$ cat config.mk
export PLATFORM = sky130hd
export DESIGN_NAME = write_through_lru_cache_unit
export DESIGN_NICKNAME = d
export VERILOG_FILES = /design/src/rtl/wtlc_pkg.sv /design/src/rtl/wtlc_ctrl.sv /design/src/rtl/wtlc_datapath.sv /design/src/rtl/write_through_lru_cache_unit.sv
export SDC_FILE = /design/constraint.sdc
export NUM_CORES = 2
export LEC_CHECK = 0
export BUFFER_PORTS_ARGS = -buffer_cell sky130_fd_sc_hd__buf_4
export CAP_MARGIN = 30
export CORE_MARGIN = 4
export CORE_UTILIZATION = 25
export DETAILED_ROUTE_END_ITERATION = 10
export PLACE_DENSITY = 0.42
export SYNTH_ARGS = -nofsm -noshare
export SYNTH_HDL_FRONTEND = slang
export SYNTH_SLANG_ARGS = --single-unit
$ cat constraint.sdc
create_clock -name clk -period 5.4 [get_ports clk]
set_input_delay 1.08 -clock clk [delete_from_list [all_inputs] [get_ports clk]]
set_output_delay 1.08 -clock clk [all_outputs]
set_load 0.005 [all_outputs]
$ cat src/rtl/wtlc_pkg.sv
// ----------------------------------------------------------------------------
// wtlc_pkg
// Shared types and constants for the write-through LRU cache unit.
// ----------------------------------------------------------------------------
package wtlc_pkg;

	localparam int OP_W       = 2;
	localparam int KEY_W      = 16;
	localparam int WORD_W     = 32;
	localparam int CNTR_W     = 32;
	localparam int CAP_W      = 5;
	localparam int TIME_W     = 8;
	localparam int CFG_IDX_W  = 2;
	localparam int CFG_DATA_W = 8;

	// operation codes
	localparam logic [OP_W-1:0] OP_READ  = 2'd0;
	localparam logic [OP_W-1:0] OP_WRITE = 2'd1;
	localparam logic [OP_W-1:0] OP_FILL  = 2'd2;

	// configuration register indexes
	localparam logic [CFG_IDX_W-1:0] CFG_CAPACITY    = 2'd0;
	localparam logic [CFG_IDX_W-1:0] CFG_CACHE_TIME  = 2'd1;
	localparam logic [CFG_IDX_W-1:0] CFG_MEMORY_TIME = 2'd2;

	// configuration reset values
	localparam logic [CAP_W-1:0]  CAPACITY_RESET    = 5'd16;
	localparam logic [TIME_W-1:0] CACHE_TIME_RESET  = 8'd1;
	localparam logic [TIME_W-1:0] MEMORY_TIME_RESET = 8'd10;

	// controller -> datapath
	typedef struct packed {
		logic start;   // capture transaction, clear scan results
		logic scan;    // issue one entry read, advance scan index
		logic commit;  // apply update, load result register
	} cmd_t;

	// datapath -> controller
	typedef struct packed {
		logic scan_last;  // current scan index is the last entry
	} sts_t;

endpackage

$ cat src/rtl/wtlc_ctrl.sv
// ----------------------------------------------------------------------------
// wtlc_ctrl
// Sequencer: accept, scan all entries, drain, commit when result register free.
// ----------------------------------------------------------------------------
module wtlc_ctrl (
	input  logic           clk,
	input  logic           arst_n,
	input  logic           in_valid,
	output logic           in_ready,
	output logic           out_valid,
	input  logic           out_ready,
	output wtlc_pkg::cmd_t cmd,
	input  wtlc_pkg::sts_t sts
);
	import wtlc_pkg::*;

	localparam logic [1:0] ST_IDLE   = 2'd0;
	localparam logic [1:0] ST_SCAN   = 2'd1;
	localparam logic [1:0] ST_DRAIN  = 2'd2;
	localparam logic [1:0] ST_UPDATE = 2'd3;

	logic [1:0] state_q;
	logic [1:0] state_d;
	logic       out_valid_q;
	logic       out_free;

	assign out_free  = !out_valid_q || out_ready;
	assign in_ready  = (state_q == ST_IDLE);
	assign out_valid = out_valid_q;

	always_comb begin
		state_d    = state_q;
		cmd.start  = 1'b0;
		cmd.scan   = 1'b0;
		cmd.commit = 1'b0;
		unique case (state_q)
			ST_IDLE: begin
				if (in_valid) begin
					cmd.start = 1'b1;
					state_d   = ST_SCAN;
				end
			end
			ST_SCAN: begin
				cmd.scan = 1'b1;
				if (sts.scan_last) begin
					state_d = ST_DRAIN;
				end
			end
			ST_DRAIN: begin
				state_d = ST_UPDATE;
			end
			ST_UPDATE: begin
				if (out_free) begin
					cmd.commit = 1'b1;
					state_d    = ST_IDLE;
				end
			end
			default: begin
				state_d = ST_IDLE;
			end
		endcase
	end

	always_ff @(posedge clk or negedge arst_n) begin
		if (!arst_n) begin
			state_q     <= ST_IDLE;
			out_valid_q <= 1'b0;
		end else begin
			state_q <= state_d;
			if (cmd.commit) begin
				out_valid_q <= 1'b1;
			end else if (out_ready) begin
				out_valid_q <= 1'b0;
			end
		end
	end

endmodule

$ cat src/rtl/wtlc_datapath.sv
// ----------------------------------------------------------------------------
// wtlc_datapath
// Tag/data memories, per-entry valid and age, scan results, counters, result.
// ----------------------------------------------------------------------------
module wtlc_datapath #(
	parameter int ENTRIES   = 16,
	parameter int ADDR_BITS = 16
) (
	input  logic                               clk,
	input  logic                               arst_n,
	input  wtlc_pkg::cmd_t                     cmd,
	output wtlc_pkg::sts_t                     sts,
	input  logic                               cfg_we,
	input  logic [wtlc_pkg::CFG_IDX_W-1:0]     cfg_index,
	input  logic [wtlc_pkg::CFG_DATA_W-1:0]    cfg_data,
	input  logic [wtlc_pkg::OP_W-1:0]          operation,
	input  logic [wtlc_pkg::KEY_W-1:0]         key,
	input  logic signed [wtlc_pkg::WORD_W-1:0] value,
	input  logic                               present,
	output logic                               hit,
	output logic signed [wtlc_pkg::WORD_W-1:0] data,
	output logic                               mem_read_req,
	output logic                               mem_write_req,
	output logic [wtlc_pkg::KEY_W-1:0]         mem_addr,
	output logic signed [wtlc_pkg::WORD_W-1:0] mem_data,
	output logic [wtlc_pkg::CNTR_W-1:0]        total_latency,
	output logic [wtlc_pkg::CNTR_W-1:0]        read_hit_count,
	output logic [wtlc_pkg::CNTR_W-1:0]        read_miss_count,
	output logic [wtlc_pkg::CNTR_W-1:0]        write_count
);
	import wtlc_pkg::*;

	localparam int IDX_W = (ENTRIES > 1) ? $clog2(ENTRIES) : 1;
	localparam int AGE_W = IDX_W;
	localparam int CNT_W = $clog2(ENTRIES + 1);
	localparam int TAG_W = (ADDR_BITS < KEY_W) ? ADDR_BITS : KEY_W;
	localparam int CW    = (CNT_W > CAP_W) ? CNT_W : CAP_W;

	// configuration
	logic [CAP_W-1:0]  cap_q;
	logic [TIME_W-1:0] cache_time_q;
	logic [TIME_W-1:0] mem_time_q;

	always_ff @(posedge clk or negedge arst_n) begin
		if (!arst_n) begin
			cap_q        <= CAPACITY_RESET;
			cache_time_q <= CACHE_TIME_RESET;
			mem_time_q   <= MEMORY_TIME_RESET;
		end else if (cfg_we) begin
			unique case (cfg_index)
				CFG_CAPACITY:    cap_q        <= cfg_data[CAP_W-1:0];
				CFG_CACHE_TIME:  cache_time_q <= cfg_data[TIME_W-1:0];
				CFG_MEMORY_TIME: mem_time_q   <= cfg_data[TIME_W-1:0];
				default: ;
			endcase
		end
	end

	// captured transaction
	logic [OP_W-1:0]   op_q;
	logic [TAG_W-1:0]  tag_q;
	logic [WORD_W-1:0] value_q;
	logic              present_q;

	always_ff @(posedge clk) begin
		if (cmd.start) begin
			op_q      <= operation;
			tag_q     <= key[TAG_W-1:0];
			value_q   <= value;
			present_q <= present;
		end
	end

	// scan index
	logic [IDX_W-1:0] rd_idx_q;

	always_ff @(posedge clk or negedge arst_n) begin
		if (!arst_n) begin
			rd_idx_q <= '0;
		end else if (cmd.start) begin
			rd_idx_q <= '0;
		end else if (cmd.scan) begin
			rd_idx_q <= rd_idx_q + IDX_W'(1);
		end
	end

	assign sts.scan_last = (rd_idx_q == IDX_W'(ENTRIES - 1));

	// tag and data memories
	logic [TAG_W-1:0]  tag_mem  [ENTRIES];
	logic [WORD_W-1:0] data_mem [ENTRIES];
	logic [TAG_W-1:0]  tag_s1;
	logic [WORD_W-1:0] data_s1;
	logic [IDX_W-1:0]  idx_s1;
	logic              vld_s1;
	logic              mem_we;
	logic [IDX_W-1:0]  wr_idx;

	always_ff @(posedge clk) begin
		if (mem_we) begin
			tag_mem[wr_idx]  <= tag_q;
			data_mem[wr_idx] <= value_q;
		end
		if (cmd.scan) begin
			tag_s1  <= tag_mem[rd_idx_q];
			data_s1 <= data_mem[rd_idx_q];
			idx_s1  <= rd_idx_q;
		end
	end

	always_ff @(posedge clk or negedge arst_n) begin
		if (!arst_n) begin
			vld_s1 <= 1'b0;
		end else begin
			vld_s1 <= cmd.scan;
		end
	end

	// per-entry valid and age
	logic [ENTRIES-1:0] valid_q;
	logic [AGE_W-1:0]   age_q [ENTRIES];
	logic               ent_v;
	logic [AGE_W-1:0]   ent_age;

	assign ent_v   = valid_q[idx_s1];
	assign ent_age = age_q[idx_s1];

	// scan results
	logic              match_q;
	logic [IDX_W-1:0]  match_idx_q;
	logic [AGE_W-1:0]  match_age_q;
	logic [WORD_W-1:0] match_data_q;
	logic [CNT_W-1:0]  used_q;
	logic              victim_found_q;
	logic [IDX_W-1:0]  victim_idx_q;
	logic [AGE_W-1:0]  victim_age_q;
	logic              free_found_q;
	logic [IDX_W-1:0]  free_idx_q;

	always_ff @(posedge clk or negedge arst_n) begin
		if (!arst_n) begin
			match_q        <= 1'b0;
			victim_found_q <= 1'b0;
			free_found_q   <= 1'b0;
			used_q         <= '0;
		end else if (cmd.start) begin
			match_q        <= 1'b0;
			victim_found_q <= 1'b0;
			free_found_q   <= 1'b0;
			used_q         <= '0;
		end else if (vld_s1) begin
			if (ent_v) begin
				used_q <= used_q + CNT_W'(1);
				if (tag_s1 == tag_q) begin
					match_q      <= 1'b1;
					match_idx_q  <= idx_s1;
					match_age_q  <= ent_age;
					match_data_q <= data_s1;
				end
				if (!victim_found_q || ent_age > victim_age_q) begin
					victim_found_q <= 1'b1;
					victim_idx_q   <= idx_s1;
					victim_age_q   <= ent_age;
				end
			end else if (!free_found_q) begin
				free_found_q <= 1'b1;
				free_idx_q   <= idx_s1;
			end
		end
	end

	// commit decisions
	logic             is_read;
	logic             is_store;
	logic             touch;
	logic             insert;
	logic             evict;
	logic [CW-1:0]    cap_ext;
	logic [CW-1:0]    cap_eff;
	logic [IDX_W-1:0] slot_idx;
	logic [TIME_W:0]  lat_add;

	assign is_read  = (op_q == OP_READ);
	assign is_store = (op_q == OP_WRITE) || ((op_q == OP_FILL) && present_q);
	assign touch    = match_q && (is_read || is_store);
	assign insert   = is_store && !match_q;
	assign cap_ext  = CW'(cap_q);

	always_comb begin
		if (cap_q == '0) begin
			cap_eff = CW'(1);
		end else if (cap_ext > CW'(ENTRIES)) begin
			cap_eff = CW'(ENTRIES);
		end else begin
			cap_eff = cap_ext;
		end
	end

	assign evict = insert && (CW'(used_q) >= cap_eff);

	// lowest free slot, counting a victim freed by this insert
	assign slot_idx = (free_found_q && (!evict || free_idx_q < victim_idx_q)) ?
		free_idx_q : victim_idx_q;

	assign mem_we = cmd.commit && (insert || (touch && is_store));
	assign wr_idx = insert ? slot_idx : match_idx_q;

	always_ff @(posedge clk or negedge arst_n) begin
		if (!arst_n) begin
			valid_q <= '0;
			for (int j = 0; j < ENTRIES; j++) begin
				age_q[j] <= '0;
			end
		end else if (cmd.commit) begin
			for (int j = 0; j < ENTRIES; j++) begin
				if (touch) begin
					if (IDX_W'(j) == match_idx_q) begin
						age_q[j] <= '0;
					end else if (valid_q[j] && age_q[j] < match_age_q) begin
						age_q[j] <= age_q[j] + AGE_W'(1);
					end
				end else if (insert) begin
					if (IDX_W'(j) == slot_idx) begin
						valid_q[j] <= 1'b1;
						age_q[j]   <= '0;
					end else if (evict && IDX_W'(j) == victim_idx_q) begin
						valid_q[j] <= 1'b0;
					end else if (valid_q[j]) begin
						age_q[j] <= age_q[j] + AGE_W'(1);
					end
				end
			end
		end
	end

	// latency and event counters
	always_comb begin
		if (is_read) begin
			lat_add = {1'b0, cache_time_q} + (match_q ? '0 : {1'b0, mem_time_q});
		end else if (is_store) begin
			lat_add = {1'b0, cache_time_q} + {1'b0, mem_time_q};
		end else begin
			lat_add = '0;
		end
	end

	logic [CNTR_W-1:0] latency_q;
	logic [CNTR_W-1:0] hits_q;
	logic [CNTR_W-1:0] misses_q;
	logic [CNTR_W-1:0] writes_q;

	always_ff @(posedge clk or negedge arst_n) begin
		if (!arst_n) begin
			latency_q <= '0;
			hits_q    <= '0;
			misses_q  <= '0;
			writes_q  <= '0;
		end else if (cmd.commit) begin
			latency_q <= latency_q + CNTR_W'(lat_add);
			if (is_read && match_q) begin
				hits_q <= hits_q + CNTR_W'(1);
			end
			if (is_read && !match_q) begin
				misses_q <= misses_q + CNTR_W'(1);
			end
			if (is_store) begin
				writes_q <= writes_q + CNTR_W'(1);
			end
		end
	end

	// result register
	logic              hit_q;
	logic [WORD_W-1:0] data_q;
	logic              rreq_q;
	logic              wreq_q;
	logic [KEY_W-1:0]  addr_q;
	logic [WORD_W-1:0] wdata_q;

	always_ff @(posedge clk) begin
		if (cmd.commit) begin
			hit_q   <= is_read && match_q;
			data_q  <= (is_read && match_q) ? match_data_q : '0;
			rreq_q  <= is_read && !match_q;
			wreq_q  <= is_store;
			addr_q  <= ((is_read && !match_q) || is_store) ? KEY_W'(tag_q) : '0;
			wdata_q <= is_store ? value_q : '0;
		end
	end

	assign hit             = hit_q;
	assign data            = data_q;
	assign mem_read_req    = rreq_q;
	assign mem_write_req   = wreq_q;
	assign mem_addr        = addr_q;
	assign mem_data        = wdata_q;
	assign total_latency   = latency_q;
	assign read_hit_count  = hits_q;
	assign read_miss_count = misses_q;
	assign write_count     = writes_q;

endmodule

$ cat src/rtl/write_through_lru_cache_unit.sv
// ----------------------------------------------------------------------------
// write_through_lru_cache_unit
// Fully associative write-through cache with LRU replacement and counters.
// ----------------------------------------------------------------------------
//
// Channel   Handshake               Payload
// -------   ---------------------   ---------------------------------------
// input     in_valid / in_ready     operation, key, value, present
// output    out_valid / out_ready   hit, data, mem_read_req, mem_write_req,
//                                   mem_addr, mem_data, total_latency,
//                                   read_hit_count, read_miss_count,
//                                   write_count
// config    cfg_valid / cfg_ready   cfg_index, cfg_data (always ready)
//
// Each transaction runs from acceptance to the next acceptance in steps:
// the tag/data memories are swept one entry per cycle (single read port),
// a drain step empties the read stage, and a commit step applies the update
// and loads the result register.
// A new transaction may be accepted while the previous result still waits;
// the commit stalls until the result register is taken.
// Reset clears valid marks, ages and counters and reloads the configuration
// reset values at once; there is no clearing pass.
//
// Scan collects the matching entry, the occupancy, the oldest valid entry
// (eviction victim) and the lowest free slot. Commit then touches the hit
// entry (younger entries age by one) or, on a store miss, inserts a new
// entry at age zero, aging other valid entries, evicting the oldest if full.
module write_through_lru_cache_unit #(
	parameter int ENTRIES   = 16,
	parameter int ADDR_BITS = 16
) (
	input  logic                               clk,
	input  logic                               arst_n,
	// configuration writes
	input  logic                               cfg_valid,
	output logic                               cfg_ready,
	input  logic [wtlc_pkg::CFG_IDX_W-1:0]     cfg_index,
	input  logic [wtlc_pkg::CFG_DATA_W-1:0]    cfg_data,
	// input transactions
	input  logic                               in_valid,
	output logic                               in_ready,
	input  logic [wtlc_pkg::OP_W-1:0]          operation,
	input  logic [wtlc_pkg::KEY_W-1:0]         key,
	input  logic signed [wtlc_pkg::WORD_W-1:0] value,
	input  logic                               present,
	// result transactions
	output logic                               out_valid,
	input  logic                               out_ready,
	output logic                               hit,
	output logic signed [wtlc_pkg::WORD_W-1:0] data,
	output logic                               mem_read_req,
	output logic                               mem_write_req,
	output logic [wtlc_pkg::KEY_W-1:0]         mem_addr,
	output logic signed [wtlc_pkg::WORD_W-1:0] mem_data,
	output logic [wtlc_pkg::CNTR_W-1:0]        total_latency,
	output logic [wtlc_pkg::CNTR_W-1:0]        read_hit_count,
	output logic [wtlc_pkg::CNTR_W-1:0]        read_miss_count,
	output logic [wtlc_pkg::CNTR_W-1:0]        write_count
);
	import wtlc_pkg::*;

	cmd_t cmd;
	sts_t sts;

	// config registers must only be written while idle (the block does not enforce this), so no backpressure
	assign cfg_ready = 1'b1;

	wtlc_ctrl u_ctrl (
		.clk       (clk),
		.arst_n    (arst_n),
		.in_valid  (in_valid),
		.in_ready  (in_ready),
		.out_valid (out_valid),
		.out_ready (out_ready),
		.cmd       (cmd),
		.sts       (sts)
	);

	wtlc_datapath #(
		.ENTRIES   (ENTRIES),
		.ADDR_BITS (ADDR_BITS)
	) u_datapath (
		.clk             (clk),
		.arst_n          (arst_n),
		.cmd             (cmd),
		.sts             (sts),
		.cfg_we          (cfg_valid),
		.cfg_index       (cfg_index),
		.cfg_data        (cfg_data),
		.operation       (operation),
		.key             (key),
		.value           (value),
		.present         (present),
		.hit             (hit),
		.data            (data),
		.mem_read_req    (mem_read_req),
		.mem_write_req   (mem_write_req),
		.mem_addr        (mem_addr),
		.mem_data        (mem_data),
		.total_latency   (total_latency),
		.read_hit_count  (read_hit_count),
		.read_miss_count (read_miss_count),
		.write_count     (write_count)
	);

endmodule
==> impl_metrics.csv <==
group,metric,value,unit
outcome,outcome,"finished clean",
sta,slew_viol_final,0,
layout,multi_input_area,15300,µm²
synth,synth_top_area_cell,"edfxtp_1",
floorplan,die_h,465,µm
drt,vias,28700,
clocking,clk_latency,0.78,ns
layout,fin_nets,3591,
synth,synth.area.top_cells,"edfxtp_1 (58%), dfrtp_1 (12%), mux4_2 (11%)",
synth,synth-seq-cells,1251,
grt,grt_max_degree,77,
drt,wl,147000,µm
worst_setup_path,cp.required,5.79,ns
layout,largest_register_ffs,512,
layout,final_area,63200,µm²
power,clkPwrFrac,34.3,%
sta,grt_setup_unrepaired,"no",
sta,fin_tns_setup,0,ns
drt,drc,0,
synth,synth_edf_count,1006,
worst_setup_path,critical_path_class,"reg -> reg",
power,combinationalPowerShare,21.6,%
synth,syn-cell-area,52300,µm²
floorplan,start_util,25.2,%
worst_setup_path,cp_max_fo,31,
synth,synthFlopType,"edfxtp_1",
placed_design,pre_cts_ws,1.23,ns
power,switchingPower,8.42,mW
synth,yosysMostFrequentCell,"edfxtp_1",
sta,worst_pin_slew,0.986,ns
layout,stdcell_count,6323,
clocking,htreeDepth,4,
synth,ys_seq_area_share,69.5,%
synth,yosysTopAreaCellShare,57.7,%
floorplan,die_area,217000,µm²
synth,syn_avg_cell_area,17.4,µm²
power,swShare,29.4,%
layout,top_register,"u_datapath.data_mem",
sta,period_minus_slack,4.21,ns
grt,grt_pass1_wl,215000,µm
placed_design,place_area,58400,µm²
worst_setup_path,critPathLaunchType,"flip-flop",
placed_design,place.gp.congestion,0.850,
floorplan,die_w,465,µm
grt,antenna_found_initial,6,
sta,finalSetupViolCount,0,
drt,wl_per_cell,23.3,µm
placed_design,post-dp-hpwl,92500,µm
drt,drt_iter0_drc,2111,
power,irDropWorstVdd,0.000342,V
sta,fin_crit_sh,77.9,%
power,p_seq_share,44.0,%
job,cap_violations,0,
clocking,post-cts-setup-buffers,0,
hold_path,hold_class,"in -> async",
floorplan,rows,167,
power,p_int,20.2,mW
clocking,clock_sinks,1251,
floorplan,core-area,208000,µm²
worst_setup_path,cp_data_arrival_time,4.60,ns
drt,avgViaCountPerCell,4.54,
placed_design,place_inst,6047,
clocking,cts_made_buffers,149,
power,powerDensity,454,nW/µm²
clocking,cts_tree,"done",
synth,ys_warn_count,0,
synth,async_reset_ff_share,19.6,%
synth,synth_cell_types,82,
sta,slew-limit-headroom,34.3,%
power,p_leak,21.7,nW
clocking,cts_root_buffer,"clkbuf_16",
drt,antenna_left,0,
clocking,clkTransAtPathRegs,0.06,ns
sta,hold_viol_final,0,
drt,drt-pass1-iter-count,5,
clocking,clock_path_buffers,3,
layout,nFillCells,20500,
layout,seqCellArea,36400,µm²
sta,clock.fmax,238,MHz
grt,grt_use_total,13.4,%
grt,grt_pass1_vias,29600,
worst_setup_path,endpoint_kind,"flip-flop",
synth,syn_inst,3012,
synth,syn_nets,3191,
layout,largest_registers,"u_datapath.data_mem x512, u_datapath.tag_mem x256, u_datapath.age_q x64",
clocking,post_cts_resized,0,
clocking,cts_hold_buffers,0,
grt,grt-ovfl-total,0,
synth,yosys-top-cells-count,"edfxtp_1 (1006), mux4_2 (265), dfrtp_1 (241)",
sta,fin_skew,0.0287,ns
placed_design,numPortBuffers,278,
layout,area_delta_synth_final,20.7,%
layout,drive_gt1_share,26.8,%
floorplan,boundaryPins,280,
sta,postLayoutSetupSlackWorst,1.19,ns
sta,hold_ws,0.209,ns
-- cells by family (layout without fill, tap and decap cells) --
logic type	count (synthesis)	in the layout	share of synthesized area, %
flops	1251	1251	69.5
compound gates	348	348	4.87
buf+inv	192	709	1.53
fa+ha+maj	113	113	2.75
mux	301	301	12.2
other cells	1	7	0.00717
xor+xnor	156	156	2.61
simple gates	650	650	6.59
-- worst max-delay path, cell delays in order (launching register included) --
cell and delay (ns):
edfxtp_1 0.57, nand2b_4 0.25, a21oi_2 0.41, nand3_1 0.22
o21ai_2 0.81, mux2_2 0.46, mux2_2 0.39, nor2_4 0.14
buf_4 0.53
-- power by group through the flow --
stage | combinational [mW] | clock [mW] | sequential, mW
floorplan | 4.13 | 0 | 12.4
global placement | 6.23 | 0 | 13.0
detailed placement | 6.27 | 0 | 12.9
CTS | 6.31 | 10.2 | 12.7
global route | 6.82 | 10.6 | 12.7
finish | 6.20 | 9.83 | 12.6
-- stage by stage --
| step | power (mW) | util (%) |
|---|---|---|
| after detailed placement | 19.2 | 28.1 |
| after global routing | 30.2 | 30.4 |
| after floorplan | 16.5 | - |
| final | 28.6 | 30.4 |
| after global placement | 19.2 | 28.1 |
| after CTS | 29.3 | 30.4 |
-- per-layer routing --
layer / global-route usage [%] / vias to the layer above / share of wire (%)
li1: - / 12800 / -
met1: 18.7 / 15100 / 46
met2: 21.4 / 683 / 47
met3: 2.74 / 179 / 5.0
met4: 3.54 / 2 / 2.1
met5: 0 / - / 0.0088
-- area by class of cell --
cell class / count / area share (%)
well taps: 2788 / 5.52
clock inverters: 78 / 1.16
inverters: 88 / 0.531
repair buffers: 353 / 4.64
flip-flops and latches: 1251 / 57.6
multi-input cells: 1569 / 24.3
clock buffers: 190 / 6.29
diodes: 6 / 0.0238
-- path summary, 6_finish.rpt --
path	to	cells after the start	startpoint	slack (ns)
max in group asynchronous	u_datapath.read_hit_count[27]	3	arst_n	3.33
hold / removal	u_datapath.write_count[31]	1	arst_n	0.21
setup / recovery	u_datapath.data_mem[8][28]	8	u_datapath.op_q[1]	1.19
min in group clk	u_datapath.match_data_q[2]	0	u_datapath.data_s1[2]	0.41
hold reg to reg	u_datapath.match_data_q[2]	0	u_datapath.data_s1[2]	0.41
setup reg to reg	u_datapath.data_mem[8][28]	8	u_datapath.op_q[1]	1.19
-- cell usage in the layout (no fill, tap or decap), types with 13 or more instances in the layout --
| cell | synthesis | routed |
|---|---|---|
| a211oi_1 | 31 | 31 |
| a21boi_0 | 13 | 13 |
| a21o_1 | 25 | 25 |
| a21oi_1 | 38 | 37 |
| a31oi_1 | 22 | 22 |
| and2_1 | 92 | 91 |
| and3_1 | 26 | 26 |
| buf_12 | 0 | 17 |
| buf_4 | 4 | 332 |
| clkbuf_1 | 68 | 32 |
| clkbuf_16 | 0 | 149 |
| clkinv_1 | 1 | 25 |
| clkinv_2 | 0 | 20 |
| dfrtp_1 | 241 | 237 |
| edfxtp_1 | 1006 | 1006 |
| ha_1 | 110 | 109 |
| inv_1 | 87 | 86 |
| mux2_2 | 30 | 30 |
| mux4_2 | 265 | 265 |
| nand2_1 | 164 | 164 |
| nand2b_1 | 37 | 37 |
| nand3_1 | 49 | 49 |
| nand3b_1 | 13 | 13 |
| nand4_1 | 75 | 75 |
| nor2_1 | 103 | 86 |
| nor2_4 | 0 | 17 |
| nor2b_1 | 17 | 17 |
| nor3_1 | 24 | 24 |
| o21ai_0 | 61 | 61 |
| o22ai_1 | 54 | 54 |
| o31a_1 | 16 | 16 |
| o31ai_1 | 15 | 15 |
| xnor2_1 | 92 | 92 |
| xor2_1 | 64 | 64 |
No activity file was read; power rests on OpenSTA's default activity.
